File: src/rtl/valen_pkg.sv
`default_nettype none

package valen_pkg;

	// Input coordinate width and number of CORDIC micro-rotations.
	localparam int COORD_WIDTH  = 16;
	localparam int ITERATIONS   = 16;
	localparam int ATAN_ENTRIES = 24;
	localparam int CORDIC_STEPS = (ITERATIONS > ATAN_ENTRIES) ? ATAN_ENTRIES : ITERATIONS;

	// CORDIC datapath: coordinates scaled by 2^16, with headroom for the gain.
	localparam int COORD_FRAC   = 16;
	localparam int CORDIC_WIDTH = COORD_WIDTH + COORD_FRAC + 3;

	// Angle accumulator in units of 2^-23 degree.
	localparam int ACC_WIDTH       = 34;
	localparam int ANGLE_FRAC      = 16;
	localparam int ROUND_WIDTH     = ACC_WIDTH - ANGLE_FRAC;
	localparam int HALF_TURN_UNITS = 1509949440;
	localparam int HALF_TURN_OUT   = 23040;
	localparam int FULL_TURN_OUT   = 46080;

	// Square root datapath.
	localparam int SQ_WIDTH       = 2 * COORD_WIDTH;
	localparam int ROOT_WIDTH     = COORD_WIDTH;
	localparam int MAG_FULL_WIDTH = COORD_WIDTH + 1;

	localparam int ANGLE_WIDTH = 16;
	localparam int MAG_WIDTH   = 16;

	// Stages between the input register and the output register.
	localparam int PIPE_DEPTH = (CORDIC_STEPS > COORD_WIDTH + 1) ? CORDIC_STEPS
		: COORD_WIDTH + 1;
	localparam int LATENCY    = PIPE_DEPTH + 1;

	typedef struct packed {
		logic signed [COORD_WIDTH-1:0] x_coord;
		logic signed [COORD_WIDTH-1:0] y_coord;
	} req_t;

	typedef struct packed {
		logic signed [ANGLE_WIDTH-1:0] angle_deg;
		logic        [MAG_WIDTH-1:0]   magnitude;
	} result_t;

	typedef struct packed {
		logic valid;
		logic y_zero;
		logic x_neg;
	} flags_t;

	// atan(2^-i) in units of 2^-23 degree, rounded to nearest.
	function automatic logic signed [ACC_WIDTH-1:0] atan_unit(input int idx);
		logic signed [ACC_WIDTH-1:0] v;
		case (idx)
			0:  v = ACC_WIDTH'(377487360);
			1:  v = ACC_WIDTH'(222843801);
			2:  v = ACC_WIDTH'(117744544);
			3:  v = ACC_WIDTH'(59768969);
			4:  v = ACC_WIDTH'(30000467);
			5:  v = ACC_WIDTH'(15014858);
			6:  v = ACC_WIDTH'(7509261);
			7:  v = ACC_WIDTH'(3754860);
			8:  v = ACC_WIDTH'(1877459);
			9:  v = ACC_WIDTH'(938733);
			10: v = ACC_WIDTH'(469367);
			11: v = ACC_WIDTH'(234683);
			12: v = ACC_WIDTH'(117342);
			13: v = ACC_WIDTH'(58671);
			14: v = ACC_WIDTH'(29335);
			15: v = ACC_WIDTH'(14668);
			16: v = ACC_WIDTH'(7334);
			17: v = ACC_WIDTH'(3667);
			18: v = ACC_WIDTH'(1833);
			19: v = ACC_WIDTH'(917);
			20: v = ACC_WIDTH'(458);
			21: v = ACC_WIDTH'(229);
			22: v = ACC_WIDTH'(115);
			23: v = ACC_WIDTH'(57);
			default: v = '0;
		endcase
		return v;
	endfunction

endpackage

`default_nettype wire

File: src/rtl/valen_sqrt.sv
`default_nettype none

module valen_sqrt (
	input  wire                               clk,
	input  wire [valen_pkg::SQ_WIDTH-1:0]     sqx_in,
	input  wire [valen_pkg::SQ_WIDTH-1:0]     sqy_in,
	output logic [valen_pkg::SQ_WIDTH-1:0]    rem_out,
	output logic [valen_pkg::SQ_WIDTH-1:0]    res_out
);

	localparam int D  = valen_pkg::PIPE_DEPTH;
	localparam int W  = valen_pkg::ROOT_WIDTH;
	localparam int SW = valen_pkg::SQ_WIDTH;

	logic [SW-1:0] rem_s [D];
	logic [SW-1:0] res_s [D];

	for (genvar k = 0; k < D; k++) begin : g_stage
		if (k == 0) begin : g_sum
			always_ff @(posedge clk) begin
				rem_s[0] <= sqx_in + sqy_in;
				res_s[0] <= '0;
			end
		end else if (k <= W) begin : g_step
			// One result bit per stage, most significant first.
			localparam logic [SW-1:0] BIT = SW'(1) << (2 * (W - k));
			logic [SW:0] trial;

			assign trial = {1'b0, res_s[k-1]} + {1'b0, BIT};

			always_ff @(posedge clk) begin
				if ({1'b0, rem_s[k-1]} >= trial) begin
					rem_s[k] <= rem_s[k-1] - trial[SW-1:0];
					res_s[k] <= (res_s[k-1] >> 1) + BIT;
				end else begin
					rem_s[k] <= rem_s[k-1];
					res_s[k] <= res_s[k-1] >> 1;
				end
			end
		end else begin : g_pass
			always_ff @(posedge clk) begin
				rem_s[k] <= rem_s[k-1];
				res_s[k] <= res_s[k-1];
			end
		end
	end

	assign rem_out = rem_s[D-1];
	assign res_out = res_s[D-1];

endmodule

`default_nettype wire

File: config.mk
export PLATFORM = sky130hd
export DESIGN_NAME = valen_sqrt
export DESIGN_NICKNAME = d
export VERILOG_FILES = /design/src/rtl/valen_pkg.sv /design/src/rtl/valen_sqrt.sv
export SDC_FILE = /design/constraint.sdc
export NUM_CORES = 1
export LEC_CHECK = 0
export BUFFER_PORTS_ARGS = -buffer_cell sky130_fd_sc_hd__buf_2
export CAP_MARGIN = 20
export CORE_AREA = 2 2 261 211
export DETAILED_ROUTE_END_ITERATION = 8
export DIE_AREA = 0 0 263 213
export PLACE_DENSITY = 0.69
export SETUP_SLACK_MARGIN = 0.2
export SYNTH_ARGS = -nofsm -noshare
export SYNTH_HDL_FRONTEND = slang
export SYNTH_SLANG_ARGS = --single-unit
File: constraint.sdc
create_clock -name clk -period 2.57 [get_ports clk]
set_input_delay 0.1285 -clock clk [delete_from_list [all_inputs] [get_ports clk]]
set_output_delay 0.1285 -clock clk [all_outputs]
set_load 0.02 [all_outputs]
---- After elaboration in Yosys (flattened, before gate mapping) ----
Memories as Yosys holds them, arrays and structs flattened.
Index checks and enable logic that the tools add are counted.
word-level totals
  register bits after elaboration ......... 0
  latch bits .............................. 0
  RAM bits ................................ 1,088
  memory bits (read-only) ................. 0
  output and inout bits ................... 64
  memories ................................ 2
cells by class
  add/sub/neg operators ................... 49
  multiply operators ...................... 0
  divide/modulo/power cells ............... 0
  $lt $le $gt $ge ......................... 16
  equal/unequal tests ..................... 0
  shifts and indexed selects .............. 0
  mux-type cells .......................... 80
  bitwise gates (word level) .............. 32
  reduce and logical (&&, ||, !) cells .... 0
memories
  name   depth  bits a word  rd ports  clocked after memory_dff  write ports  line              RTL
  rem_s  17     32           17        0                         17           valen_sqrt.sv:15  logic [SW-1:0] rem_s [D];
  res_s  17     32           17        0                         17           valen_sqrt.sv:16  logic [SW-1:0] res_s [D];
operators by type and width
  kind                    number
  $mux 32                 32
  $ge 32x33->1            16
  $sub 32x32->32          16
  $mux 1                  48
  $add 32x1->33 const B   1
  $add 32x11->33 const B  1
  $add 32x13->33 const B  1
  $add 32x15->33 const B  1
  $add 32x17->33 const B  1
  $add 32x19->33 const B  1
  $add 32x21->33 const B  1
  $add 32x23->33 const B  1
  $add 32x25->33 const B  1
  $add 32x27->33 const B  1
  $add 32x29->33 const B  1
  $add 32x3->33 const B   1
  $add 32x31->33 const B  1
  $add 32x5->33 const B   1
  $add 32x7->33 const B   1
  $add 32x9->33 const B   1
  $add 31x1->32 const B   1
  $add 31x11->32 const B  1
  $add 31x13->32 const B  1
  $add 31x15->32 const B  1
  other kinds (14)        45

---- Depth between registers and ports, before layout ----
  depth in word-level cells ............... 5
  gate-level depth with buffers ........... 12
  gate-level depth less buffers ........... 11

---- Worst setup path before layout ----
No wires, ideal clock.
  kind .................................... reg2reg
  start ................................... memory res_s[15][16] (netlist name)
  end ..................................... memory rem_s[16][22] (netlist name)
  setup time .............................. 0.143 ns
  arrival ................................. 2.620 ns
  setup slack ............................. -0.193 ns
  stages on the path, launching flop included .. 12
  buffers on the path ..................... 2
  period minus slack after synthesis ...... 2.763 ns
  cell sequence ........................... dfxtp_1 inv_1 ha_1 clkbuf_1 nand4_1 nor4_1 nor4_2 a21boi_2 or4_1 buf_2 a2111oi_0 xor2_1
RTL lines
  what                line
  start: declaration  valen_sqrt.sv:16
  end: declaration    valen_sqrt.sv:15

==> flow_summary_export.csv <==
group,metric,value,unit
power_and_ir_drop,ir_drop,1130,uV
timing,slew_viol_final,0,
synth,synth_cell_types,77,
critical_path,critical_path_required,3040,ps
clock_network,ctsRootBufferMaster,"clkbuf_16",
clock_network,numCtsBuffers,66,
finish,fillers,3504,
critical_path,cp_slowest_cell,"or4_4",
critical_path,end_kind,"register",
timing,max_slew_margin,55.9,%
synth,ys_ff_latch,680,
critical_path,startpoint_type,"register",
floorplanning,fp.dieH,213,um
routing,dr_total_vias,21700,
finish,fin_area,37700,um^2
critical_path,critical_path_class,"register to register",
synth,syn_area,26400,um^2
global_route,grt_pass1_wl,111000,um
routing,wl_per_cell,18.8,um
global_route,use_met1,35.4,%
synth,synthArstFlopShare,0,%
synth,seq_area_frac_synth,51.5,%
floorplanning,die_width,263,um
synth,yosysWarnings,0,
power_and_ir_drop,power.density,1310,nW/um^2
critical_path,cp_cell_sequence,"or4_4 > nand3b_1 > or4_4 > o311ai_4 > a21oi_4 > inv_2 > o311ai_4 > or3_1 > xnor2_1",
critical_path,arrival,3300,ps
global_route,grt_pass1_vias,20900,
synth,synth_area_leader_cell,"dfxtp_1",
global_route,grt_overflow_total,0,
placed_design,place_area,30100,um^2
global_route,use_met3,5.17,%
placed_design,gp_congestion,0.949,
clock_network,cts_tree,"done",
synth,synth.top_cell.area_share,51.5,%
global_route,busiest_layer,"met2",
timing,rsz0062_at_grt,"true",
routing,dr.pass1.iters,5,
critical_path,max_stage_delay,550,ps
timing,finalCriticalPeriod,2820,ps
timing,hold_violations,0,
finish,syn2layout_area_growth,42.7,%
timing,setup_violations,65,
placed_design,hpwl,48900,um
routing,drt_iter0_drc,1401,
global_route,use_met2,38.4,%
status,status,"finished with violations",
finish,mostFrequentLayoutCells,"dfxtp_1 (623), buf_4 (324), inv_1 (174)",
timing,post-route-period-util,110,%
clock_network,htree_levels,3,
timing,worst_slack,-254,ps
timing,worstMarginPinSlew,660,ps
routing,drcViolationCount,0,
timing,max_freq,354,MHz
finish,diodes,0,
flow_run,maxCapViolCount,0,
floorplanning,pin_count,129,
finish,nNetsFinal,3487,
power_and_ir_drop,leakage,16.9,nW
status,violations,"negative setup slack",
global_route,grt_max_degree,22,
synth,synth_area_leaders,"dfxtp_1 (52%), ha_1 (8.7%), xnor2_1 (4.0%), xor2_1 (3.8%), inv_1 (2.8%)",
floorplanning,core,53400,um^2
synth,synth_edf_count,0,
clock_network,clkLatencyLatePin,600,ps
synth,synthFlopType,"dfxtp_1",
global_route,grt_use_total,24.7,%
timing,fin_hold_ws,37.4,ps
routing,viasPerCell,5.44,
critical_path,path_max_fanout,5,
clock_network,clockBufferDepth,3,
floorplanning,initial_core_util,49.5,%
finish,final_common_cell,"dfxtp_1",
routing,ant_nets,0,
worst_hold_path,min_path_type,"input pin to register",
global_route,antenna_found_initial,1,
routing,wl,75100,um
placed_design,port_buffers,112,
floorplanning,rows,76,
finish,drive_gt1_share,36.4,%
floorplanning,dieArea,56000,um^2
synth,synth.avg_cell_area,10.1,um^2
clock_network,cts.sinks,680,
timing,fin_skew,31.8,ps
synth,synthCells,2627,
clock_network,path_clk_slew,60,ps
critical path, delay by kind of cell, from the launching register on:
| kind | cells | cell delay, ps |
|---|---|---|
| AND/OR/NAND/NOR | 4 | 1770 |
| AO/OA/AOI/OAI | 3 | 360 |
| flip-flops | 1 | 320 |
| XOR/XNOR | 1 | 160 |
| buffers and inverters | 1 | 90 |
registers in the layout, indices dropped and copies added, names as in the netlist:
signal	flops
rem_s	544
res_s	136
through the flow:
stage	util, %	instances	worst slack, ps	TNS (ps)	power [mW]
after CTS	66.4	3927	-115	-1650	46.1
final	70.6	3990	-254	-5310	49.6
after global placement	56.4	3692	-253	-8460	32.7
after detailed placement	56.4	3692	-327	-13260	33.1
after floorplan	-	2642	13.4	0	27.2
after global routing	70.6	3990	-274	-9570	52.2
area by class of cell:
class	count	area, um^2	share of cell area (%)
Clock buffer	91	1970	5.22
Clock inverter	27	402	1.06
Inverter	196	753	2.00
Multi-Input combinational cell	1716	15100	40.2
Sequential cell	680	13700	36.3
Tap cell	702	878	2.33
Timing Repair Buffer	578	4880	12.9
metal layers:
| layer | part of all wire, % | wire [um] |
|---|---|---|
| met3 | 6.4 | 4830 |
| met4 | 2.1 | 1560 |
| met5 | 0 | 0 |
| met1 | 47 | 35000 |
| met2 | 45 | 33800 |
what timing repair did:
| item | in CTS | in global routing |
|---|---|---|
| gates cloned | 10 | 8 |
| hold endpoints to repair | 27 | 0 |
| hold buffers | 44 | 0 |
| pin swaps | 133 | 148 |
| gates resized for setup | 418 | 382 |
| buffers inserted | 63 | 55 |
| setup endpoints to repair | 225 | 259 |
final timing paths:
| path | startpoint | end | slack, ps | depth (start not counted) |
|---|---|---|---|---|
| worst max-delay path | rem_s[14][21] | rem_s[15][26] | -250 | 9 |
| worst min-delay path | sqy_in[10] | rem_s[0][10] | 40 | 4 |
| worst max register to register | rem_s[14][21] | rem_s[15][26] | -250 | 9 |
| worst min register to register | rem_s[13][3] | rem_s[14][3] | 350 | 0 |
where the power goes:
group / internal (mW) / switching, mW
sequential: 14.5 / 3.29
clock: 6.30 / 4.16
combinational: 10.7 / 10.6
cell families (layout without fill, tap and decap cells):
family	after synthesis	in the layout	share of synthesized area, %
AOI/OAI and AO/OA	493	493	11.8
xor gates and xnor gates	236	236	7.82
adders and majority gates	184	184	8.74
buffers and inverters	247	892	3.76
DFF	680	680	51.5
muxes	35	35	1.44
other	1	16	0.0142
and+or+nand+nor	751	752	14.9
synth_stat cells, drive strengths merged (5+ instances only):
library cell,number
o31a,5
a2111oi,7
clkbuf,28
inv,196
a21boi,10
o2111ai,7
mux2i,11
nand3b,13
nand4,31
a31oi,12
ha,183
or2,15
a211oi,12
nor2,134
nor4b,9
and2,6
nand2,166
o21a,40
o31ai,21
o21ai,137
and3,18
nor2b,32
a21oi,133
xnor2,121
mux2,24
a211o,8
o211ai,11
a21o,44
nor4,86
nand2b,40
nand4b,11
dfxtp,680
o21bai,10
nand3,54
xor2,115
nor3,77
or3,28
or4,16
buf,23
(Power assumes the default switching activity.)
