===== config.mk =====
export PLATFORM = sky130hd
export DESIGN_NAME = valen_front
export DESIGN_NICKNAME = d
export VERILOG_FILES = /design/src/rtl/valen_pkg.sv /design/src/rtl/valen_front.sv
export SDC_FILE = /design/constraint.sdc
export NUM_CORES = 1
export LEC_CHECK = 0
export BUFFER_PORTS_ARGS = -buffer_cell sky130_fd_sc_hd__buf_2
export CORE_ASPECT_RATIO = 0.6
export CORE_MARGIN = 2
export CORE_UTILIZATION = 56
export CTS_CLUSTER_DIAMETER = 60
export DETAILED_ROUTE_END_ITERATION = 8
export MAX_ROUTING_LAYER = met4
export PLACE_DENSITY = 0.8
export SLEW_MARGIN = 20
export SYNTH_ARGS = -nofsm -noshare
export SYNTH_HDL_FRONTEND = slang
export SYNTH_SLANG_ARGS = --single-unit

===== constraint.sdc =====
create_clock -name clk -period 0.8 [get_ports clk]
set_input_delay 0 -clock clk [delete_from_list [all_inputs] [get_ports clk]]
set_output_delay 0 -clock clk [all_outputs]
set_load 0.01 [all_outputs]

===== src/rtl/valen_pkg.sv =====
`default_nettype none

package valen_pkg;

	// Input coordinate width and number of CORDIC micro-rotations.
	localparam int COORD_WIDTH  = 16;
	localparam int ITERATIONS   = 16;
	localparam int ATAN_ENTRIES = 24;
	localparam int CORDIC_STEPS = (ITERATIONS > ATAN_ENTRIES) ? ATAN_ENTRIES : ITERATIONS;

	// CORDIC datapath: coordinates scaled by 2^16, with headroom for the gain.
	localparam int COORD_FRAC   = 16;
	localparam int CORDIC_WIDTH = COORD_WIDTH + COORD_FRAC + 3;

	// Angle accumulator in units of 2^-23 degree.
	localparam int ACC_WIDTH       = 34;
	localparam int ANGLE_FRAC      = 16;
	localparam int ROUND_WIDTH     = ACC_WIDTH - ANGLE_FRAC;
	localparam int HALF_TURN_UNITS = 1509949440;
	localparam int HALF_TURN_OUT   = 23040;
	localparam int FULL_TURN_OUT   = 46080;

	// Square root datapath.
	localparam int SQ_WIDTH       = 2 * COORD_WIDTH;
	localparam int ROOT_WIDTH     = COORD_WIDTH;
	localparam int MAG_FULL_WIDTH = COORD_WIDTH + 1;

	localparam int ANGLE_WIDTH = 16;
	localparam int MAG_WIDTH   = 16;

	// Stages between the input register and the output register.
	localparam int PIPE_DEPTH = (CORDIC_STEPS > COORD_WIDTH + 1) ? CORDIC_STEPS
		: COORD_WIDTH + 1;
	localparam int LATENCY    = PIPE_DEPTH + 1;

	typedef struct packed {
		logic signed [COORD_WIDTH-1:0] x_coord;
		logic signed [COORD_WIDTH-1:0] y_coord;
	} req_t;

	typedef struct packed {
		logic signed [ANGLE_WIDTH-1:0] angle_deg;
		logic        [MAG_WIDTH-1:0]   magnitude;
	} result_t;

	typedef struct packed {
		logic valid;
		logic y_zero;
		logic x_neg;
	} flags_t;

	// atan(2^-i) in units of 2^-23 degree, rounded to nearest.
	function automatic logic signed [ACC_WIDTH-1:0] atan_unit(input int idx);
		logic signed [ACC_WIDTH-1:0] v;
		case (idx)
			0:  v = ACC_WIDTH'(377487360);
			1:  v = ACC_WIDTH'(222843801);
			2:  v = ACC_WIDTH'(117744544);
			3:  v = ACC_WIDTH'(59768969);
			4:  v = ACC_WIDTH'(30000467);
			5:  v = ACC_WIDTH'(15014858);
			6:  v = ACC_WIDTH'(7509261);
			7:  v = ACC_WIDTH'(3754860);
			8:  v = ACC_WIDTH'(1877459);
			9:  v = ACC_WIDTH'(938733);
			10: v = ACC_WIDTH'(469367);
			11: v = ACC_WIDTH'(234683);
			12: v = ACC_WIDTH'(117342);
			13: v = ACC_WIDTH'(58671);
			14: v = ACC_WIDTH'(29335);
			15: v = ACC_WIDTH'(14668);
			16: v = ACC_WIDTH'(7334);
			17: v = ACC_WIDTH'(3667);
			18: v = ACC_WIDTH'(1833);
			19: v = ACC_WIDTH'(917);
			20: v = ACC_WIDTH'(458);
			21: v = ACC_WIDTH'(229);
			22: v = ACC_WIDTH'(115);
			23: v = ACC_WIDTH'(57);
			default: v = '0;
		endcase
		return v;
	endfunction

endpackage

`default_nettype wire


===== src/rtl/valen_front.sv =====
`default_nettype none

module valen_front (
	input  wire                                             clk,
	input  wire                                             arst_n,
	input  wire                                             accept,
	input  valen_pkg::req_t                                 req,
	output valen_pkg::flags_t                               flags_s1,
	output logic signed [valen_pkg::CORDIC_WIDTH-1:0]       cx_s1,
	output logic signed [valen_pkg::CORDIC_WIDTH-1:0]       cy_s1,
	output logic signed [valen_pkg::ACC_WIDTH-1:0]          acc_s1,
	output logic        [valen_pkg::SQ_WIDTH-1:0]           sqx_s1,
	output logic        [valen_pkg::SQ_WIDTH-1:0]           sqy_s1
);

	localparam int W = valen_pkg::COORD_WIDTH;

	logic [W-1:0]        xu, yu, ax, ay;
	logic signed [W:0]   xe, ye, xr, yr;
	logic                y_zero, x_neg;
	logic signed [valen_pkg::ACC_WIDTH-1:0] acc0;

	always_comb begin
		xu     = req.x_coord;
		yu     = req.y_coord;
		y_zero = (yu == '0);
		x_neg  = xu[W-1];
		xe     = $signed({xu[W-1], xu});
		ye     = $signed({yu[W-1], yu});
		// A vector in the left half-plane is turned by half a turn first.
		xr     = x_neg ? -xe : xe;
		yr     = x_neg ? -ye : ye;
		ax     = xu[W-1] ? (~xu + 1'b1) : xu;
		ay     = yu[W-1] ? (~yu + 1'b1) : yu;
		acc0   = '0;
		if (x_neg && !y_zero) begin
			acc0 = yu[W-1] ? -valen_pkg::ACC_WIDTH'(valen_pkg::HALF_TURN_UNITS)
				: valen_pkg::ACC_WIDTH'(valen_pkg::HALF_TURN_UNITS);
		end
	end

	always_ff @(posedge clk or negedge arst_n) begin
		if (!arst_n) begin
			flags_s1 <= '0;
		end else begin
			flags_s1.valid  <= accept;
			flags_s1.y_zero <= y_zero;
			flags_s1.x_neg  <= x_neg;
		end
	end

	always_ff @(posedge clk) begin
		cx_s1  <= $signed({{2{xr[W]}}, xr, {valen_pkg::COORD_FRAC{1'b0}}});
		cy_s1  <= $signed({{2{yr[W]}}, yr, {valen_pkg::COORD_FRAC{1'b0}}});
		acc_s1 <= acc0;
		sqx_s1 <= valen_pkg::SQ_WIDTH'(ax) * valen_pkg::SQ_WIDTH'(ax);
		sqy_s1 <= valen_pkg::SQ_WIDTH'(ay) * valen_pkg::SQ_WIDTH'(ay);
	end

endmodule

`default_nettype wire


======== Word-level counts from Yosys, hierarchy flattened ========
Index checks and enable logic that the tools add are counted.
cells by class
  bitwise logic cells ..................... 2
  add/subtract/negate cells ............... 4
  $mul .................................... 2
  reduce and logical (&&, ||, !) cells .... 3
  multiplexer cells ....................... 5
operators with widths
  cell                                                             number
  16-bit by 16-bit multiplier with 32-bit output                   2
  17-bit 2-to-1 mux                                                2
  34-bit 2-to-1 mux                                                1
  16-bit negation with 17-bit output                               2
  16-bit by 1-bit adder with 16-bit output, second input constant  2
  16-bit 2-to-1 mux                                                2
  16-bit inverter                                                  2
  16-bit zero test                                                 1
  1-bit logical AND                                                1
  1-bit zero test                                                  1
storage, ports and cells
  output and inout bits ................... 171
  logic and storage cells ................. 25
  register bits after elaboration ......... 135
  bits of input ports ..................... 35

======== Longest topological paths before layout ========
Gate-level depths: netlist (run 1).
  depth in word-level cells ............... 4
  mapped depth ............................ 33
  mapped depth without buffers ............ 30

======== Least setup slack after synthesis (run 1) ========
OpenSTA, ideal clock, no wires.
  kind .................................... in2reg
  from .................................... in req[16] (netlist bit)
  to ...................................... reg sqx_s1[30] (netlist bit)
  setup slack ............................. -6,670 ps
  setup time .............................. 127 ps
  buffers on the path ..................... 3
  data required time ...................... 673 ps
  arrival ................................. 7,344 ps
  stages on the path ...................... 30
  path through ............................ buf_2 > inv_1 > clkbuf_1 > ha_1 > nand2_1 > or3_4 > or3_4 > o21ai_0 > xor2_1 > inv_2 > nand2_1 > fa_1 > fa_1 > inv_1 > fa_1 > fa_1 > fa_1 > inv_1 > fa_1 > inv_1 > ha_1 > clkbuf_1 > a21o_1 > a211oi_1 > o21ai_0 > a2111oi_0 > nor4_1 > a21oi_1 > o21ai_0 > xor2_1
on the way
  longest elaborated chain between the ends .. 4
RTL lines
  what                                            RTL line           RTL
  start, declared                                 valen_front.sv:7   input valen_pkg::req_t req,
  16-bit inverter                                 valen_front.sv:33  ax = xu[W-1] ? (~xu + 1'b1) : xu;
  16-bit by 1-bit adder with 16-bit output        valen_front.sv:33
  16-bit 2-to-1 mux                               valen_front.sv:33
  named net ax[12]                                valen_front.sv:18  logic [W-1:0] xu, yu, ax, ay;
  16-bit by 16-bit multiplier with 32-bit output  valen_front.sv:56  sqx_s1 <= valen_pkg::SQ_WIDTH'(ax) * valen_pkg::SQ_WIDTH'(ax);
  end signal, assigned                            valen_front.sv:56
  end, declared                                   valen_front.sv:12  output logic [valen_pkg::SQ_WIDTH-1:0] sqx_s1,
The timed path passes the listed nets, and every way through them passes these cells.
A chain may end at the register's enable or synchronous reset.

======== Worst setup path after layout (run 1) ========
  from .................................... in req[1] (netlist bit)
  to ...................................... reg sqy_s1[30] (netlist bit)
on the way
  longest elaborated chain between the ends .. 4
RTL lines
  what                                                RTL line           RTL
  16-bit inverter                                     valen_front.sv:34  ay = yu[W-1] ? (~yu + 1'b1) : yu;
  16-bit by 1-bit adder with 16-bit output            valen_front.sv:34
  16-bit 2-to-1 mux (*)                               valen_front.sv:34
  16-bit by 16-bit multiplier with 32-bit output (*)  valen_front.sv:57  sqy_s1 <= valen_pkg::SQ_WIDTH'(ay) * valen_pkg::SQ_WIDTH'(ay);
  end signal, assigned                                valen_front.sv:57
  end, declared                                       valen_front.sv:13  output logic [valen_pkg::SQ_WIDTH-1:0] sqy_s1
Every way passes the cells marked *; elsewhere a longest branch is shown, timed or not.

==> metrics.txt, run 1 <==
gr usage total 0.449; Seq cells post-synth 100; post-route clock period utilization 9.70; layout cell share with drive strength beyond 1 0.468; Mean Syn Cell Area 9.12 um^2; Slew Limit Fails 0; Hold Path Origin req[14]; total gr overflow 0; RD Place Congestion 0.996; Detailed Route WL 86300 um; relative slew slack 0.434; Crit path max-delay family adder cells; I/O pin total 206; initial antenna violation count 15; Worst Hold Class input port to flop; hold depth 3; Post-synth EDFFs 0; dpl hpwl 43800 um; vias in the first global route 18.7k; row count 50; footprint of the multi-input gates 15800 um^2; startpoint types input port; fmax 129 MHz; largest net degree at the start of global routing 21; number of routed nets with antenna violations 0; crit path kind input port to flop; Worst-Margin Slew 0.844 ns; ys async rst share 0.0300; CORE AREA 31000 um^2; DRC viols 120; commonest cells after routing, fill and taps aside buf_4 (437), inv_1 (354), fa_1 (298); final-report hold violation count 0; synth unique cells 59; Chip Height 141 um; slack of the critical path -6.96 ns; final core utilization 0.862; # fillers 1347; Finish-stage setup viols 201; CTS clk-pin slew, worst paths 0.08 ns; outcome finished, violations left; Clock Root Buffer clkbuf_16; Final min period 7.76 ns; clock tree sinks 100; most common cell after layout, fill and taps aside buf_4; Die ar. 32800 um^2; DR WL/cell 28.4 um; drt via density 6.24; PortBufs 146; CTS Buf Count 9; Max clock buf depth 2; failing checks design-rule violations, negative setup slack; 1st-iter DRT viols 2918; yosys synthesis warning count 0; ys flop type dfxtp_1; Die W 232 um; routed vias 18.9k; first-pass GRT wire length 106000 um; Initial Util 0.566; CTS H-tree depth 3; CP arrival 8.12 ns; critical path peak fanout 6; Storage cell area 2100 um^2; nets@finish 3154; Seq/Total Area, Yosys 0.115; TritonCTS clock tree done; Critical Path Sink Type flop; max_cap viols 0; WHS Endpoint cy_s1[30]$_DFF_P_; TritonRoute pass-1 iters 9; Post-Synthesis Cells 1922; max incr delay on CP 0.98 ns; Slowest-stage cell, CP fa_1; Synth Cell Area 17500 um^2; Area Growth Syn to Fin 52.3%; Worst Path Required 1.16 ns; RSZ-0062 raised after global routing yes; CP bufs+invs 6
-- sequential cells by signal, indices dropped and copies added, names as in the netlist --
name      count
cy_s1        16
sqy_s1       31
cx_s1        16
flags_s1      3
acc_s1        3
sqx_s1       31
-- Yosys cell counts (all sizes together) (4+ instances only) --
library cell / number / share of area
a21o: 40 / 0.017
a31oi: 7 / 0.0025
o211ai: 4 / 0.0017
nor3: 13 / 0.0037
nor2: 134 / 0.029
nand4: 8 / 0.0029
clkinv: 5 / 0.0011
dfxtp: 97 / 0.11
a21oi: 56 / 0.016
inv: 444 / 0.095
o21a: 6 / 0.0026
o21bai: 7 / 0.0030
clkbuf: 41 / 0.0088
o31a: 4 / 0.0020
xnor2: 71 / 0.037
ha: 199 / 0.14
a211oi: 12 / 0.0051
o21ai: 39 / 0.011
fa: 325 / 0.37
and2: 21 / 0.0075
nand2: 197 / 0.042
nor2b: 4 / 0.0014
nand3: 13 / 0.0037
or3: 7 / 0.0031
and3: 8 / 0.0029
nand2b: 8 / 0.0029
xor2: 37 / 0.019
buf: 77 / 0.032
-- stage by stage --
stage / hold WS (ns) / setup TNS, ns / cell area (um^2) / worst slack, ns / instances
after floorplan: -0.296 / -285.97 / 18900 / -5.88 / 1981
final: 0.0152 / -347.39 / 26700 / -6.96 / 3035
after global routing: -0.00453 / -347.05 / 26700 / -6.77 / 3033
after detailed placement: -0.200 / -325.10 / 22400 / -6.21 / 2851
after global placement: -0.205 / -317.61 / 22400 / -6.09 / 2851
after CTS: 0.0163 / -286.93 / 25700 / -5.56 / 3015
-- metal layers --
layer  wire (um)  part of all wire  GRT usage  vias to the layer above
met5           0                 0          -                        -
met4        9350              0.11      0.276                        0
met3       15000              0.17      0.161                      954
met2       34600              0.40      0.647                     1964
met1       27400              0.32      0.539                     8923
li1            -                 -          -                     7097
-- cells by family after synthesis --
| kind of cell | after synthesis | share of synthesized area |
|---|---|---|
| compound gates | 192 | 0.0708 |
| xor+xnor | 109 | 0.0572 |
| fa+ha+maj | 524 | 0.513 |
| buf+inv | 567 | 0.137 |
| flops | 100 | 0.115 |
| mux | 2 | 0.00121 |
| other cells | 1 | 0.000214 |
| simple gates | 427 | 0.105 |
-- how the worst max path moves through the flow --
stage,end,startpoint,slack [ns],cells past startpoint
finish,sqy_s1[30]$_DFF_P_,req[1],-6.96,26
global route,sqy_s1[30]$_DFF_P_,req[0],-6.77,26
CTS,sqx_s1[31]$_DFF_P_,req[22],-5.56,23
detailed placement,sqx_s1[30]$_DFF_P_,req[17],-6.21,29
global placement,sqx_s1[31]$_DFF_P_,req[17],-6.09,26
floorplan,sqx_s1[30]$_DFF_P_,req[16],-5.88,30
-- cell type report --
type,count,area share
multi-input cells,1315,0.592
inverters,449,0.0658
well taps,416,0.0195
repair buffers,720,0.229
clock buffers,9,0.00844
flip-flops and latches,100,0.0787
clock inverters,7,0.00455
diodes,19,0.00178
-- repair_timing --
item | CTS | global route
endpoints found under the hold margin | 16 | 0
endpoints found under the setup margin | 196 | 200
pin swaps | 185 | 191
cloned | 1 | 0
buffers inserted | 148 | 67
gates resized for setup | 431 | 269
hold buffers | 15 | 0
Power of run 1 is not shown: default switching activity piles up to over one toggle a cycle in this logic, so the estimate is an artifact.
==> run 2, diff against run 1 <==
CORE_UTILIZATION = 66   (was 56)
PLACE_DENSITY = 0.89   (was 0.8)
clock period = 10 ns   (was 0.8 ns; I/O delays follow)
==> metrics.txt, run 2 (synthesis results as in run 1) <==
post-route clock period utilization 0.935; Post-CTS Setup Repair Bufs 0; dpl hpwl 36300 um; clock tree sinks 100; I/O pin total 206; fmax 107 MHz; drt via density 5.50; Die W 214 um; Detailed Route WL 43100 um; vias in the first global route 13.8k; Area Growth Syn to Fin 7.31%; first-pass GRT wire length 70300 um; CP arrival 9.66 ns; max incr delay on CP 0.82 ns; max_cap viols 0; outcome completed; largest net degree at the start of global routing 39; layout cell share with drive strength beyond 1 0.0933; TritonCTS clock tree done; most common cell after layout, fill and taps aside inv_1; total gr overflow 0; Slew Limit Fails 0; CP dominant cell by count inv_1; final core utilization 0.716; RD Place Congestion 0.983; number of routed nets with antenna violations 0; Slowest-stage cell, CP nor4_1; initial antenna violation count 2; biggest regs sqx_s1 (31), sqy_s1 (31); Finish-stage setup viols 0; Worst Path Required 10.31 ns; hold depth 3; cell area after placement 18300 um^2; gr usage total 0.337; PortBufs 146; RSZ-0062 raised after global routing no; TNS Setup 0 ns; critical path peak fanout 16; Clock Root Buffer clkbuf_16; CTS Buf Count 9; CORE AREA 26200 um^2; 1st-iter DRT viols 1206; routed vias 13.3k; pre-CTS setup slack 1.04 ns; slack of the critical path 0.648 ns; TritonRoute pass-1 iters 6; Final Cell Area 18800 um^2; CTS H-tree depth 3; Hold Path Origin req[25]; startpoint types input port; Final min period 9.35 ns; Max clock buf depth 2; relative slew slack 0.234; DRC viols 0; Initial Util 0.668; Worst Hold Class input port to flop; DR WL/cell 17.8 um; crit path kind input port to flop; Chip Height 130 um; Critical Path Sink Type flop; Die ar. 27900 um^2; WHS Endpoint cx_s1[25]$_DFF_P_; final-report hold violation count 0; row count 46; nets@finish 2611; Worst-Margin Slew 1.15 ns; commonest cells after routing, fill and taps aside inv_1 (440), fa_1 (325), ha_1 (199); CTS clk-pin slew, worst paths 0.08 ns
[run 2: changes by cell type in the layout (fill, tap and decap cells not counted), sizes merged]
cell	change
buf	-545
bufinv	-3
clkinv	-1
clkinvlp	-2
diode	-17
dlygate4sd3	+3
inv	+6
xnor2	-1
[run 2: layout make-up]
| type | count | area [um^2] |
|---|---|---|
| well taps | 360 | 450 |
| fillers | 2027 | 7450 |
| flip-flops and latches | 100 | 2020 |
| inverters | 449 | 1690 |
| repair buffers | 178 | 1020 |
| multi-input cells | 1314 | 13300 |
| diodes | 2 | 5.00 |
| clock inverters | 7 | 77.6 |
| clock buffers | 9 | 225 |
[run 2: stage by stage]
step / cells / hold slack (ns)
after floorplan: 1981 / -0.296
after global placement: 2383 / -0.205
after detailed placement: 2383 / -0.199
after CTS: 2417 / 0.00623
after global routing: 2419 / 0.0320
final: 2419 / 0.0481
[run 2: worst max path at each step]
stage                     cells after the start                  to    start
after CTS                                    31  sqy_s1[30]$_DFF_P_   req[0]
final                                        31  sqy_s1[30]$_DFF_P_   req[0]
after floorplan                              30  sqx_s1[30]$_DFF_P_  req[16]
after global placement                       30  sqy_s1[30]$_DFF_P_   req[0]
after detailed placement                     30  sqy_s1[30]$_DFF_P_   req[0]
after global routing                         31  sqy_s1[30]$_DFF_P_   req[0]
[run 2: what timing repair did]
action,in CTS,in global routing
hold buffers,18,0
hold endpoints to repair,22,0
resized for setup,0,0
endpoints found under the setup margin,0,0
[run 2: worst max-delay path, delay by kind of cell]
family	cells	cell delay, ns
compound gates	5	1.16
xor+xnor	2	0.86
fa+ha+maj	8	3.68
buf+inv	11	2.22
simple gates	5	1.74
[run 2: metal layers]
metal  GRT usage  part of all wire  up-vias
met5           -                 0        -
met4      0.0866             0.021        0
met3      0.0841              0.10       95
met2       0.493              0.44      643
met1       0.474              0.44     6591
li1            -                 -     5980
Power of run 2 is left out for the same reason.
