`config.mk`:
```
export PLATFORM = sky130hd
export DESIGN_NAME = valen_final
export DESIGN_NICKNAME = d
export VERILOG_FILES = /design/src/rtl/valen_pkg.sv /design/src/rtl/valen_final.sv
export SDC_FILE = /design/constraint.sdc
export NUM_CORES = 1
export LEC_CHECK = 0
export BUFFER_PORTS_ARGS = -buffer_cell sky130_fd_sc_hd__buf_2
export CORE_MARGIN = 2
export CORE_UTILIZATION = 48
export CTS_CLUSTER_SIZE = 8
export DETAILED_ROUTE_END_ITERATION = 16
export MAX_ROUTING_LAYER = met4
export PLACE_DENSITY = 0.82
export SETUP_SLACK_MARGIN = 0.5
export SLEW_MARGIN = 20
export SYNTH_ARGS = -nofsm -noshare
export SYNTH_HDL_FRONTEND = slang
export SYNTH_SLANG_ARGS = --single-unit
```
`constraint.sdc`:
```
create_clock -name clk -period 0.8 [get_ports clk]
set_clock_uncertainty 0.1 [all_clocks]
set_input_delay 0.08 -clock clk [delete_from_list [all_inputs] [get_ports clk]]
set_output_delay 0.08 -clock clk [all_outputs]
set_load 0.005 [all_outputs]
```
`src/rtl/valen_pkg.sv`:
```
`default_nettype none

package valen_pkg;

	// Input coordinate width and number of CORDIC micro-rotations.
	localparam int COORD_WIDTH  = 16;
	localparam int ITERATIONS   = 16;
	localparam int ATAN_ENTRIES = 24;
	localparam int CORDIC_STEPS = (ITERATIONS > ATAN_ENTRIES) ? ATAN_ENTRIES : ITERATIONS;

	// CORDIC datapath: coordinates scaled by 2^16, with headroom for the gain.
	localparam int COORD_FRAC   = 16;
	localparam int CORDIC_WIDTH = COORD_WIDTH + COORD_FRAC + 3;

	// Angle accumulator in units of 2^-23 degree.
	localparam int ACC_WIDTH       = 34;
	localparam int ANGLE_FRAC      = 16;
	localparam int ROUND_WIDTH     = ACC_WIDTH - ANGLE_FRAC;
	localparam int HALF_TURN_UNITS = 1509949440;
	localparam int HALF_TURN_OUT   = 23040;
	localparam int FULL_TURN_OUT   = 46080;

	// Square root datapath.
	localparam int SQ_WIDTH       = 2 * COORD_WIDTH;
	localparam int ROOT_WIDTH     = COORD_WIDTH;
	localparam int MAG_FULL_WIDTH = COORD_WIDTH + 1;

	localparam int ANGLE_WIDTH = 16;
	localparam int MAG_WIDTH   = 16;

	// Stages between the input register and the output register.
	localparam int PIPE_DEPTH = (CORDIC_STEPS > COORD_WIDTH + 1) ? CORDIC_STEPS
		: COORD_WIDTH + 1;
	localparam int LATENCY    = PIPE_DEPTH + 1;

	typedef struct packed {
		logic signed [COORD_WIDTH-1:0] x_coord;
		logic signed [COORD_WIDTH-1:0] y_coord;
	} req_t;

	typedef struct packed {
		logic signed [ANGLE_WIDTH-1:0] angle_deg;
		logic        [MAG_WIDTH-1:0]   magnitude;
	} result_t;

	typedef struct packed {
		logic valid;
		logic y_zero;
		logic x_neg;
	} flags_t;

	// atan(2^-i) in units of 2^-23 degree, rounded to nearest.
	function automatic logic signed [ACC_WIDTH-1:0] atan_unit(input int idx);
		logic signed [ACC_WIDTH-1:0] v;
		case (idx)
			0:  v = ACC_WIDTH'(377487360);
			1:  v = ACC_WIDTH'(222843801);
			2:  v = ACC_WIDTH'(117744544);
			3:  v = ACC_WIDTH'(59768969);
			4:  v = ACC_WIDTH'(30000467);
			5:  v = ACC_WIDTH'(15014858);
			6:  v = ACC_WIDTH'(7509261);
			7:  v = ACC_WIDTH'(3754860);
			8:  v = ACC_WIDTH'(1877459);
			9:  v = ACC_WIDTH'(938733);
			10: v = ACC_WIDTH'(469367);
			11: v = ACC_WIDTH'(234683);
			12: v = ACC_WIDTH'(117342);
			13: v = ACC_WIDTH'(58671);
			14: v = ACC_WIDTH'(29335);
			15: v = ACC_WIDTH'(14668);
			16: v = ACC_WIDTH'(7334);
			17: v = ACC_WIDTH'(3667);
			18: v = ACC_WIDTH'(1833);
			19: v = ACC_WIDTH'(917);
			20: v = ACC_WIDTH'(458);
			21: v = ACC_WIDTH'(229);
			22: v = ACC_WIDTH'(115);
			23: v = ACC_WIDTH'(57);
			default: v = '0;
		endcase
		return v;
	endfunction

endpackage

`default_nettype wire

```
`src/rtl/valen_final.sv`:
```
`default_nettype none

module valen_final (
	input  wire                                     clk,
	input  wire                                     arst_n,
	input  valen_pkg::flags_t                       flags_in,
	input  wire signed [valen_pkg::ACC_WIDTH-1:0]   acc_in,
	input  wire [valen_pkg::SQ_WIDTH-1:0]           rem_in,
	input  wire [valen_pkg::SQ_WIDTH-1:0]           res_in,
	output logic                                    done_q,
	output valen_pkg::result_t                      result_q
);

	localparam int AW = valen_pkg::ACC_WIDTH;
	localparam int RW = valen_pkg::ROUND_WIDTH;
	localparam int MW = valen_pkg::MAG_FULL_WIDTH;
	localparam logic signed [RW-1:0] HALF_R = RW'(valen_pkg::HALF_TURN_OUT);
	localparam logic signed [RW-1:0] FULL_R = RW'(valen_pkg::FULL_TURN_OUT);

	logic signed [AW-1:0] rnd;
	logic signed [RW-1:0] a, aw;
	logic [MW-1:0]        mag_full;
	valen_pkg::result_t   res_d;

	always_comb begin
		// Round to nearest, ties upwards, then fold into (-180, 180].
		rnd = acc_in + AW'(1 << (valen_pkg::ANGLE_FRAC - 1));
		a   = $signed(rnd[AW-1:valen_pkg::ANGLE_FRAC]);
		if (a > HALF_R) begin
			aw = a - FULL_R;
		end else if (a <= -HALF_R) begin
			aw = a + FULL_R;
		end else begin
			aw = a;
		end
		if (flags_in.y_zero) begin
			res_d.angle_deg = flags_in.x_neg
				? valen_pkg::ANGLE_WIDTH'(valen_pkg::HALF_TURN_OUT) : '0;
		end else begin
			res_d.angle_deg = valen_pkg::ANGLE_WIDTH'(aw);
		end
		mag_full = {1'b0, res_in[valen_pkg::ROOT_WIDTH-1:0]} + MW'(rem_in > res_in);
		if (64'(mag_full) > 64'hFFFF) begin
			res_d.magnitude = '1;
		end else begin
			res_d.magnitude = valen_pkg::MAG_WIDTH'(mag_full);
		end
	end

	always_ff @(posedge clk or negedge arst_n) begin
		if (!arst_n) begin
			done_q <= 1'b0;
		end else begin
			done_q <= flags_in.valid;
		end
	end

	always_ff @(posedge clk) begin
		result_q <= res_d;
	end

endmodule

`default_nettype wire

```
==> results.py, run 1 <==
metrics = {
    "synthesis": {
        "synth.distinct_cells": 68,
        "synthCells": 362,
        "async_flop_share_pct": 3.03,
        "yosys_warnings": 0,
        "synth-compound-area-share_pct": 19.7,
        "synth_fa_ha_area_share_pct": 16.5,
        "synth.avg_cell_area_um2": 8.16,
        "ys.flop_type": "dfxtp_1",
        "synthXorXnorAreaFrac_pct": 9.32,
        "syn_nets": 504,
        "synth-edff-count": 0,
        "synthMuxAreaShare_pct": 1.06,
        "synthesis.area_um2": 2950,
        "seq_area_frac_synth_pct": 22.5,
        "synth_top_family_by_area": "simple AND/OR/NAND/NOR gates",
        "ys_seq_elements": 33,
        "synth-simple-area-share_pct": 24.6,
    },
    "floorplan": {
        "io_pins": 136,
        "initial_core_util_pct": 49.9,
        "rows": 28,
        "fp.dieW_um": 82.4,
        "die_h_um": 82.4,
    },
    "outcome": {
        "stop_stage": "5_1_grt",
        "error": "[ERROR GRT-0232] Routing congestion too high. Check the congestion heatmap in the GUI.",
        "status": "aborted with a tool error",
    },
    "global_route": {
        "grtUsageTotal_pct": 75.9,
        "grt_max_degree": 11,
        "globalRouteOverflowTotal": 100,
    },
    "place": {
        "io_buffer_count": 120,
        "dpl.hpwl_mm": 7.90,
        "dp.cells": 654,
        "gp_congestion": 0.911,
    },
    "cts": {
        "cts-htree-levels": 2,
        "cts_num_sinks": 33,
        "cts_buffers": 5,
        "root_buffer": "clkbuf_8",
        "cts.path.max_buffers": 2,
    },
    "timing": {
        "worstEndpointType": "sequential cell input",
        "worst_endpoint": "result_q[6]$_SDFF_PN1_/D",
    },
}
[synth_stat cells (all sizes together), types with 3 or more instances]
master	count	share of area, %
buf	5	0.89
xor2	7	2.6
ha	39	17
and2	3	0.64
nor2b	4	0.85
nand3	13	2.5
clkbuf	5	0.64
xnor2	21	6.7
nor3	11	1.9
a21o	11	2.8
nor4	8	3.2
nand2	37	4.7
o22ai	3	0.64
dfxtp	32	22
a21oi	18	3.1
o31ai	3	0.93
a2111oi	3	1.1
inv	37	4.7
nand4	15	3.7
o21ai	12	2.0
nor2	25	3.2
o21a	4	1.0
and3	4	0.85
[per-layer routing]
| layer | track usage, % | GRT overflow |
|---|---|---|
| met5 | - | - |
| met2 | 98.7 | 59 |
| met3 | 50.1 | 1 |
| met4 | 89.3 | 40 |
| met1 | 67.5 | 0 |
[stage by stage]
step	setup slack [ns]	cell area, µm²	hold slack, ns	utilization, %
CTS	-2.02	5230	-0.207	88.3
global placement	-2.29	4620	-0.245	78.0
detailed placement	-2.45	4620	-0.243	78.0
floorplan	-2.14	3210	-0.316	-
[cell families after synthesis]
group	count (synthesis)
AND/OR/NAND/NOR	132
multiplexers	3
flip-flops	33
buffers and inverters	47
XOR/XNOR	28
adder cells (fa/ha/maj)	39
AO/OA/AOI/OAI	80
[timing repair]
item / in CTS
setup buffers: 15
endpoints found under the hold margin: 7
resized for setup: 74
gates cloned: 2
pin swaps: 39
hold buffers: 1
setup endpoints to repair: 65
==> inputs of run 2 (changes only) <==
--- a/config.mk
+++ b/config.mk
@@ -7,12 +7,9 @@
 export LEC_CHECK = 0
 export BUFFER_PORTS_ARGS = -buffer_cell sky130_fd_sc_hd__buf_2
 export CORE_MARGIN = 2
-export CORE_UTILIZATION = 48
-export CTS_CLUSTER_SIZE = 8
+export CORE_UTILIZATION = 40
 export DETAILED_ROUTE_END_ITERATION = 16
-export MAX_ROUTING_LAYER = met4
-export PLACE_DENSITY = 0.82
-export SETUP_SLACK_MARGIN = 0.5
+export PLACE_DENSITY_LB_ADDON = 0.15
 export SLEW_MARGIN = 20
 export SYNTH_ARGS = -nofsm -noshare
 export SYNTH_HDL_FRONTEND = slang
==> run 2 against run 1 <==
Net effect: synthesized cell count unchanged; synthesized area unchanged; the flow now finishes, with violations (negative hold slack, negative setup slack).
==> results.py, run 2 <==
metrics = {
    "synthesis": {
        "synthTopCellsByArea": "dfxtp_1 22%, ha_1 17%, xnor2_1 5.6%, nand2_1 4.7%, inv_1 4.6%",
        "synthCells": 362,
        "synth_top_cell_by_area": "dfxtp_1",
        "synth.distinct_cells": 68,
        "ys_seq_elements": 33,
        "synthesis.area_um2": 2950,
        "synth_top_area_share_pct": 21.7,
        "synth_most_common_cell": "ha_1",
        "ys.flop_type": "dfxtp_1",
        "syn_nets": 504,
        "async_flop_share_pct": 3.03,
        "netlist_top_cells_count": "39 x ha_1, 37 x nand2_1, 36 x inv_1",
        "seq_area_frac_synth_pct": 22.5,
        "yosys_warnings": 0,
        "synth-edff-count": 0,
        "synth.avg_cell_area_um2": 8.16,
    },
    "floorplan": {
        "initial_core_util_pct": 40.9,
        "fp.dieArea_um2": 8090,
        "fp.dieW_um": 89.9,
        "io_pins": 136,
        "rows": 31,
        "core_um2": 7210,
        "die_h_um": 89.9,
    },
    "min_path": {
        "min-delay-path-class": "input pin to register",
    },
    "timing": {
        "rsz0062_at_grt": "yes",
        "finalSetupTns_ns": -45.06,
        "tightest_slew_ns": 0.474,
        "maxSlewViolCount": 0,
        "fin_crit_sh_pct": 349,
        "setup_viol": 61,
        "finalHoldViolCount": 4,
        "hold_ws_ns": -0.0792,
        "fmax_mhz": 358,
        "relSlewSlack_pct": 68.1,
        "setup_slack_ns": -1.99,
        "finalCriticalPeriod_ns": 2.79,
    },
    "cts": {
        "hold_buffers": 2,
        "cts_tree": "done",
        "cts_num_sinks": 33,
        "cts_buffers": 5,
        "cts.path.max_buffers": 2,
        "root_buffer": "clkbuf_8",
        "path_clk_slew_ns": 0.08,
        "cts-htree-levels": 2,
    },
    "critical_path": {
        "crit_family": "simple AND/OR/NAND/NOR gates",
        "arrival_ns": 2.92,
        "crit_type": "input pin to register",
        "critPathMaxFanout": 6,
        "slowest_stage": "ha_4",
        "required_ns": 0.93,
        "critPathMaxStageDelay_ns": 0.25,
        "timing.critical_path.buf_inv": 3,
        "critical_path.most_common_cell": "o21a_1",
        "crit_chain": "buf_8, inv_8, ha_4, nor2b_4, o21a_1, o21a_1, o21a_1, o21ai_1, a21oi_1, o221ai_2, a21oi_1, ha_2, ha_4, and3_4, and3_4, and2_4, nand4_1, nor3_2, nand3_2, buf_6, nand2b_1",
        "worstSetupEndpointType": "register",
        "start_kind": "input pin",
    },
    "drt": {
        "vias_per_cell": 5.00,
        "drt_first_pass_iters": 4,
        "vias": 3566,
        "routed_wl_mm": 9.66,
        "drc_errors": 0,
        "antenna_left": 0,
        "routedWlPerCell_um": 13.5,
        "drt-initial-drc-count": 82,
    },
    "outcome": {
        "status": "complete, but fails checks",
        "violations": "negative hold slack, negative setup slack",
    },
    "place": {
        "io_buffer_count": 120,
        "dpl.hpwl_mm": 7.17,
        "gp_congestion": 0.880,
    },
    "cells_and_area": {
        "final_common_cell": "buf_4",
        "final_cell_mix": "108 x buf_4, 101 x buf_2, 37 x buf_6",
        "post-route-util_pct": 74.5,
        "top_register": "result_q",
        "drive_gt1_share_pct": 56.2,
        "top_regs": "result_q x32, done_q x1",
        "finalNetCount": 755,
        "area_delta_synth_final_pct": 82.0,
        "largest_reg_flops": 32,
        "diodes": 0,
    },
    "global_route": {
        "grt_pass1_wl_mm": 15.6,
        "antenna_found_initial": 0,
        "grt_pass1_vias": 3582,
        "globalRouteOverflowTotal": 0,
        "grtUsageTotal_pct": 22.9,
        "grt_max_degree": 14,
    },
    "power": {
        "leakagePower_nw": 2.68,
        "power_density_nw_per_um2": 984,
        "ir_drop_mv": 0.570,
    },
    "flow_run": {
        "drv_cap": 0,
    },
}
## run 2: cell counts after synthesis
Identical to the previous run, type by type.
## run 2: kinds of logic after synthesis
group / after synthesis / share of synthesized area [%]
compound gates: 80 / 19.7
xor+xnor: 28 / 9.32
fa+ha+maj: 39 / 16.5
buf+inv: 47 / 6.23
flops: 33 / 22.5
mux: 3 / 1.06
simple gates: 132 / 24.6
## run 2: through the flow
stage | hold WS, ns | instance area, µm² | setup slack (ns) | total power, mW | instances
global placement | -0.246 | 4630 | -2.29 | 3.61 | 683
finish | -0.0792 | 5370 | -1.99 | 5.29 | 713
global route | -0.0635 | 5370 | -2.19 | 5.64 | 713
detailed placement | -0.239 | 4630 | -2.39 | 3.64 | 683
CTS | -0.0726 | 5120 | -1.96 | 5.14 | 706
floorplan | -0.316 | 3150 | -2.14 | 2.69 | 362
## run 2: power breakdown
part           switching [mW]  internal, mW
Combinational           0.968          1.20
Sequential             0.0333          1.78
Clock                   0.704         0.610
Total                    1.71          3.58
## run 2: final cells by class
cell class | instances | area (µm²)
timing repair buffer | 254 | 1840
sequential | 33 | 679
inverter | 37 | 146
tap | 99 | 124
multi-input combinational | 282 | 2490
clock inverter | 3 | 22.5
clock buffer | 5 | 68.8
fill | 564 | 1840
## run 2: per-layer routing
layer  global-route usage [%]  vias up  share of wire (%)
met5                        0        -                  0
met4                     6.15        0                1.8
met3                     3.69       16                4.0
met2                     44.7       86                 55
met1                     25.6     1652                 39
li1                         -     1812                  -
## run 2: path summary, 6_finish.rpt
| path | from | end | slack [ns] | cells past startpoint |
|---|---|---|---|---|
| setup / recovery | res_in[1] | result_q[1] | -1.99 | 21 |
| hold / removal | flags_in[0] | result_q[27] | -0.08 | 2 |
| max in group asynchronous | arst_n | done_q | 0.51 | 2 |
| min in group asynchronous | arst_n | done_q | 0 | 2 |
## run 2: what timing repair did
action,4_1_cts,5_1_grt
endpoints found under the hold margin,5,2
setup buffers,13,8
resized for setup,59,51
pin swaps,36,31
endpoints found under the setup margin,62,61
No activity file was read; power rests on OpenSTA's default activity.
==> inputs of run 3 (changes only) <==
--- a/config.mk
+++ b/config.mk
@@ -5,10 +5,9 @@
 export SDC_FILE = /design/constraint.sdc
 export NUM_CORES = 1
 export LEC_CHECK = 0
-export BUFFER_PORTS_ARGS = -buffer_cell sky130_fd_sc_hd__buf_2
-export CORE_MARGIN = 2
 export CORE_UTILIZATION = 40
 export DETAILED_ROUTE_END_ITERATION = 16
+export DONT_BUFFER_PORTS = 1
 export PLACE_DENSITY_LB_ADDON = 0.15
 export SLEW_MARGIN = 20
 export SYNTH_ARGS = -nofsm -noshare
==> run 3 against run 2 <==
Net effect: the run still ends with negative hold slack, negative setup slack left; flip-flop and latch count unchanged; die area down 4.4%; global-route usage is 1.3 points lower; worst setup slack better by 0.086 ns; routed wire length shrank 12%; worst hold slack lost 0.19 ns; critical path type unchanged.
==> results.py, run 3 (same netlist as run 2, synthesis figures left out) <==
metrics = {
    "outcome": {
        "status": "complete, but fails checks",
        "violations": "negative hold slack, negative setup slack",
    },
    "cts": {
        "cts_num_sinks": 33,
        "cts_buffers": 5,
        "cts-htree-levels": 2,
        "path_clk_slew_ns": 0.07,
        "root_buffer": "clkbuf_8",
        "cts_tree": "done",
        "cts.path.max_buffers": 2,
    },
    "floorplan": {
        "fp.dieArea_um2": 7730,
        "fp.dieW_um": 87.9,
        "core_um2": 6940,
        "initial_core_util_pct": 42.5,
        "rows": 30,
        "die_h_um": 87.9,
        "io_pins": 136,
    },
    "critical_path": {
        "crit_chain": "inv_1, ha_4, nand4_1, nor2_2, and2_4, o21ai_1, a21oi_2, o221ai_2, a21oi_2, ha_2, ha_4, and3_4, and3_4, and2_4, nand4_1, nor3_2, nand3_2, buf_6, nand2b_1",
        "arrival_ns": 2.83,
        "critPathMaxFanout": 6,
        "slowest_stage": "ha_4",
        "critPathMaxStageDelay_ns": 0.27,
        "crit_type": "input pin to register",
        "start_kind": "input pin",
        "worstSetupEndpointType": "register",
        "required_ns": 0.93,
    },
    "global_route": {
        "antenna_found_initial": 0,
        "globalRouteOverflowTotal": 0,
        "grtUsageMet1_pct": 22.6,
        "met2_usage_pct": 40.0,
        "grt_pass1_vias": 2995,
        "grt_max_degree": 25,
        "grt_busiest_layer": "met2",
        "grtUsageTotal_pct": 21.6,
        "grt_use_met3_pct": 7.92,
        "grt_pass1_wl_mm": 13.1,
    },
    "power": {
        "ir_drop_mv": 0.523,
        "finalPower_mw": 4.66,
        "power_density_nw_per_um2": 1030,
        "leakagePower_nw": 1.97,
    },
    "cells_and_area": {
        "multi_input_area_um2": 2620,
        "diodes": 0,
        "top_register": "result_q",
        "finalNetCount": 603,
        "drive_gt1_share_pct": 47.2,
        "final_common_cell": "buf_4",
        "final_cell_mix": "82 x buf_4, 31 x inv_1, 31 x dfxtp_2",
        "fillers": 588,
        "top_regs": "result_q x32, done_q x1",
        "largest_reg_flops": 32,
        "area_delta_synth_final_pct": 52.8,
        "seq_area_um2": 704,
    },
    "flow_run": {
        "drv_cap": 0,
    },
    "timing": {
        "finalSetupTns_ns": -39.42,
        "maxSlewViolCount": 0,
        "setup_viol": 42,
        "fmax_mhz": 370,
        "fin_crit_sh_pct": 338,
        "rsz0062_at_grt": "yes",
        "finalCriticalPeriod_ns": 2.70,
        "relSlewSlack_pct": 66.6,
        "tightest_slew_ns": 0.498,
        "finalHoldViolCount": 32,
        "hold_ws_ns": -0.267,
        "setup_slack_ns": -1.90,
    },
    "min_path": {
        "min-delay-path-class": "input pin to register",
    },
    "drt": {
        "vias_per_cell": 5.41,
        "routed_wl_mm": 8.47,
        "routedWlPerCell_um": 15.2,
        "drc_errors": 0,
        "drt_first_pass_iters": 4,
        "drt-initial-drc-count": 78,
        "vias": 3019,
        "antenna_left": 0,
    },
    "place": {
        "io_buffer_count": 0,
        "dpl.hpwl_mm": 6.50,
        "gp_congestion": 0.958,
    },
}
## run 3: area by class of cell
class	instances	share of cell area (%)
clock buffer	5	1.53
clock inverter	3	0.499
inverter	37	3.24
multi-input combinational	282	58.2
sequential	33	15.6
tap	96	2.66
timing repair buffer	102	18.3
## run 3: worst max-delay path, delay by kind of cell
family | cells | cell delay, ns
AND/OR/NAND/NOR | 10 | 1.47
adder cells (fa/ha/maj) | 3 | 0.61
AO/OA/AOI/OAI | 4 | 0.46
buffers and inverters | 2 | 0.21
## run 3: worst paths after layout
path	from	to	slack (ns)	cells past startpoint
min in group asynchronous	arst_n	done_q	0.43	2
setup / recovery	res_in[9]	result_q[0]	-1.90	19
max in group asynchronous	arst_n	done_q	0.07	2
hold / removal	flags_in[1]	result_q[26]	-0.27	1
## run 3: where the power goes
group | internal, mW | switching, mW | total [mW]
Sequential | 1.79 | 0.0713 | 1.86
Combinational | 0.825 | 0.655 | 1.48
Clock | 0.611 | 0.709 | 1.32
## run 3: per-stage QoR
stage / hold slack [ns] / worst slack (ns) / util [%] / std cells / instance area, µm²
after floorplan: -0.316 / -2.14 / - / 362 / 3150
after global placement: -0.316 / -2.15 / 54.6 / 529 / 3790
after detailed placement: -0.316 / -2.23 / 54.6 / 529 / 3790
after CTS: -0.264 / -1.83 / 60.3 / 550 / 4190
after global routing: -0.283 / -2.06 / 65.0 / 558 / 4510
final: -0.267 / -1.90 / 65.0 / 558 / 4510
## run 3: layer usage
layer,share of wire (%),routed length [µm]
met4,1.7,143
met2,52,4390
met3,7.8,657
met1,39,3270
met5,0,0
## run 3: timing repair
action / CTS / global route
pin swaps: 19 / 15
setup buffers: 2 / 8
resized for setup: 56 / 45
hold endpoints to repair: 34 / 32
hold buffers: 11 / 1
gates cloned: 0 / 0
endpoints found under the setup margin: 58 / 59
==> inputs of run 4 (changes only) <==
--- a/config.mk
+++ b/config.mk
@@ -9,6 +9,7 @@
 export DETAILED_ROUTE_END_ITERATION = 16
 export DONT_BUFFER_PORTS = 1
 export PLACE_DENSITY_LB_ADDON = 0.15
+export SKIP_LAST_GASP = 1
 export SLEW_MARGIN = 20
 export SYNTH_ARGS = -nofsm -noshare
 export SYNTH_HDL_FRONTEND = slang
==> constraint.sdc (replaced) <==
create_clock -name clk -period 3.4 [get_ports clk]
set_clock_uncertainty 0.1 [all_clocks]
set_input_delay 0.34 -clock clk [delete_from_list [all_inputs] [get_ports clk]]
set_output_delay 0.34 -clock clk [all_outputs]
set_load 0.005 [all_outputs]
==> run 4 against run 3 <==
Net effect: the run now ends clean; power fell by 80%; clock power fell by 77%; count of clock-buffer cells in the layout did not move; first-iteration DRC count fell by 40%; largest cell class unchanged.
==> results.py, run 4 (same netlist as run 2, synthesis figures left out) <==
metrics = {
    "outcome": {
        "status": "completed",
    },
    "timing": {
        "rsz0062_at_grt": "no",
        "relSlewSlack_pct": 64.3,
        "finalHoldViolCount": 0,
        "tightest_slew_ns": 0.535,
        "setup_viol": 0,
        "fmax_mhz": 319,
        "fin_crit_sh_pct": 92.1,
        "maxSlewViolCount": 0,
        "finalCriticalPeriod_ns": 3.13,
    },
    "cts": {
        "cts_tree": "done",
        "cts.path.max_buffers": 2,
        "path_clk_slew_ns": 0.08,
        "cts-htree-levels": 2,
        "cts_buffers": 5,
        "root_buffer": "clkbuf_8",
        "cts_num_sinks": 33,
        "post_cts_buffers": 0,
    },
    "drt": {
        "drt_first_pass_iters": 4,
        "drt-initial-drc-count": 47,
        "routedWlPerCell_um": 14.6,
        "drc_errors": 0,
        "routed_wl_mm": 7.01,
        "antenna_left": 0,
        "vias": 2663,
        "vias_per_cell": 5.56,
    },
    "critical_path": {
        "critPathMaxFanout": 6,
        "crit_family": "compound AO/OA/AOI/OAI gates",
        "arrival_ns": 3.22,
        "critical_path.most_common_cell": "a21o_1",
        "worstSetupEndpointType": "register",
        "timing.critical_path.buf_inv": 2,
        "slowest_stage": "ha_1",
        "required_ns": 3.49,
        "crit_chain": "inv_1, ha_1, a21o_1, a21o_1, a21o_1, a21o_1, a21oi_1, o21ai_0, a21oi_1, a21oi_1, ha_1, ha_1, and3_1, and3_1, and2_1, nand4_1, nor3_2, nand3_2, buf_4, nand2_1",
        "start_kind": "input pin",
        "crit_type": "input pin to register",
        "critPathMaxStageDelay_ns": 0.28,
    },
    "cells_and_area": {
        "final_common_cell": "ha_1",
        "largest_reg_flops": 32,
        "top_register": "result_q",
        "finalNetCount": 524,
        "final_cell_mix": "39 x ha_1, 37 x nand2_1, 36 x inv_1",
        "area_delta_synth_final_pct": 12.0,
        "diodes": 0,
        "fillers": 682,
        "top_regs": "result_q x32, done_q x1",
        "post-route-util_pct": 47.6,
        "stdcell_area_um2": 3310,
        "drive_gt1_share_pct": 12.8,
    },
    "power": {
        "finalPower_mw": 0.954,
        "ir_drop_mv": 0.141,
        "leakagePower_nw": 1.52,
        "power_density_nw_per_um2": 288,
    },
    "place": {
        "io_buffer_count": 0,
        "dpl.hpwl_mm": 5.86,
        "placed_area_um2": 3190,
        "gp_congestion": 0.819,
    },
    "global_route": {
        "grt_pass1_vias": 2621,
        "globalRouteOverflowTotal": 0,
        "grtUsageTotal_pct": 18.9,
        "grt_pass1_wl_mm": 11.4,
        "grtUsageMet1_pct": 20.3,
        "met2_usage_pct": 34.7,
        "grt_max_degree": 25,
        "antenna_found_initial": 0,
        "grt_busiest_layer": "met2",
        "grt_use_met3_pct": 6.22,
    },
    "floorplan": {
        "die_h_um": 87.9,
        "fp.dieArea_um2": 7730,
        "initial_core_util_pct": 42.5,
        "rows": 30,
        "core_um2": 6940,
        "fp.dieW_um": 87.9,
        "io_pins": 136,
    },
    "min_path": {
        "min-delay-path-class": "input pin to register",
    },
    "flow_run": {
        "drv_cap": 0,
    },
}
==> run 4: cell types whose count changed in the layout (fill, tap and decap cells not counted), moves of 5 or more <==
cell	before	now
ha_4	10	0
dlygate4sd3_1	12	2
dfxtp_2	31	0
nand2_2	7	0
buf_6	8	0
o21ai_0	5	10
buf_4	82	21
dfxtp_1	1	32
ha_1	27	39
inv_1	31	36
nand2_1	29	37
a21oi_2	6	0
a21oi_1	12	18
==> run 4: report_power, final <==
part / total (mW) / leakage (nW) / switching (mW) / internal (mW)
sequential: 0.433 / 0.280 / 0.0159 / 0.417
clock: 0.301 / 0.0364 / 0.158 / 0.144
combinational: 0.220 / 1.20 / 0.111 / 0.109
==> run 4: worst paths after layout <==
path / from / to / slack, ns / depth (start not counted)
worst max-delay path: res_in[17] / result_q[10] / 0.27 / 20
worst min-delay path: flags_in[1] / result_q[26] / 0.02 / 1
max in group asynchronous: arst_n / done_q / 2.94 / 1
min in group asynchronous: arst_n / done_q / 0.16 / 1
==> run 4: area by class of cell <==
| class | instances | area [µm²] | share of cell area (%) |
|---|---|---|---|
| clock buffers | 5 | 68.8 | 2.08 |
| inverters | 37 | 139 | 4.20 |
| clock inverters | 3 | 22.5 | 0.681 |
| flip-flops and latches | 33 | 666 | 20.1 |
| well taps | 96 | 120 | 3.63 |
| multi-input cells | 282 | 2110 | 63.9 |
| repair buffers | 23 | 178 | 5.37 |
==> run 4: stage by stage <==
stage               instances  hold WS (ns)  setup TNS, ns  setup slack, ns
floorplan                 362       -0.0556              0          0.00369
global placement          469       -0.0556          -1.50           -0.128
detailed placement        469       -0.0555          -2.14           -0.170
CTS                       479       0.00179              0            0.138
global route              479       0.00121              0          0.00979
finish                    479        0.0158              0            0.267
==> run 4: metal layers <==
metal	wire (µm)	vias up
met5	0	-
met4	74	0
met3	565	6
met2	3620	91
met1	2750	1222
li1	-	1344
==> run 4: repair_timing <==
action                     CTS  global route
gates resized for setup      0             4
setup endpoints to repair    0            13
hold buffers                 2             0
hold endpoints to repair     2             0
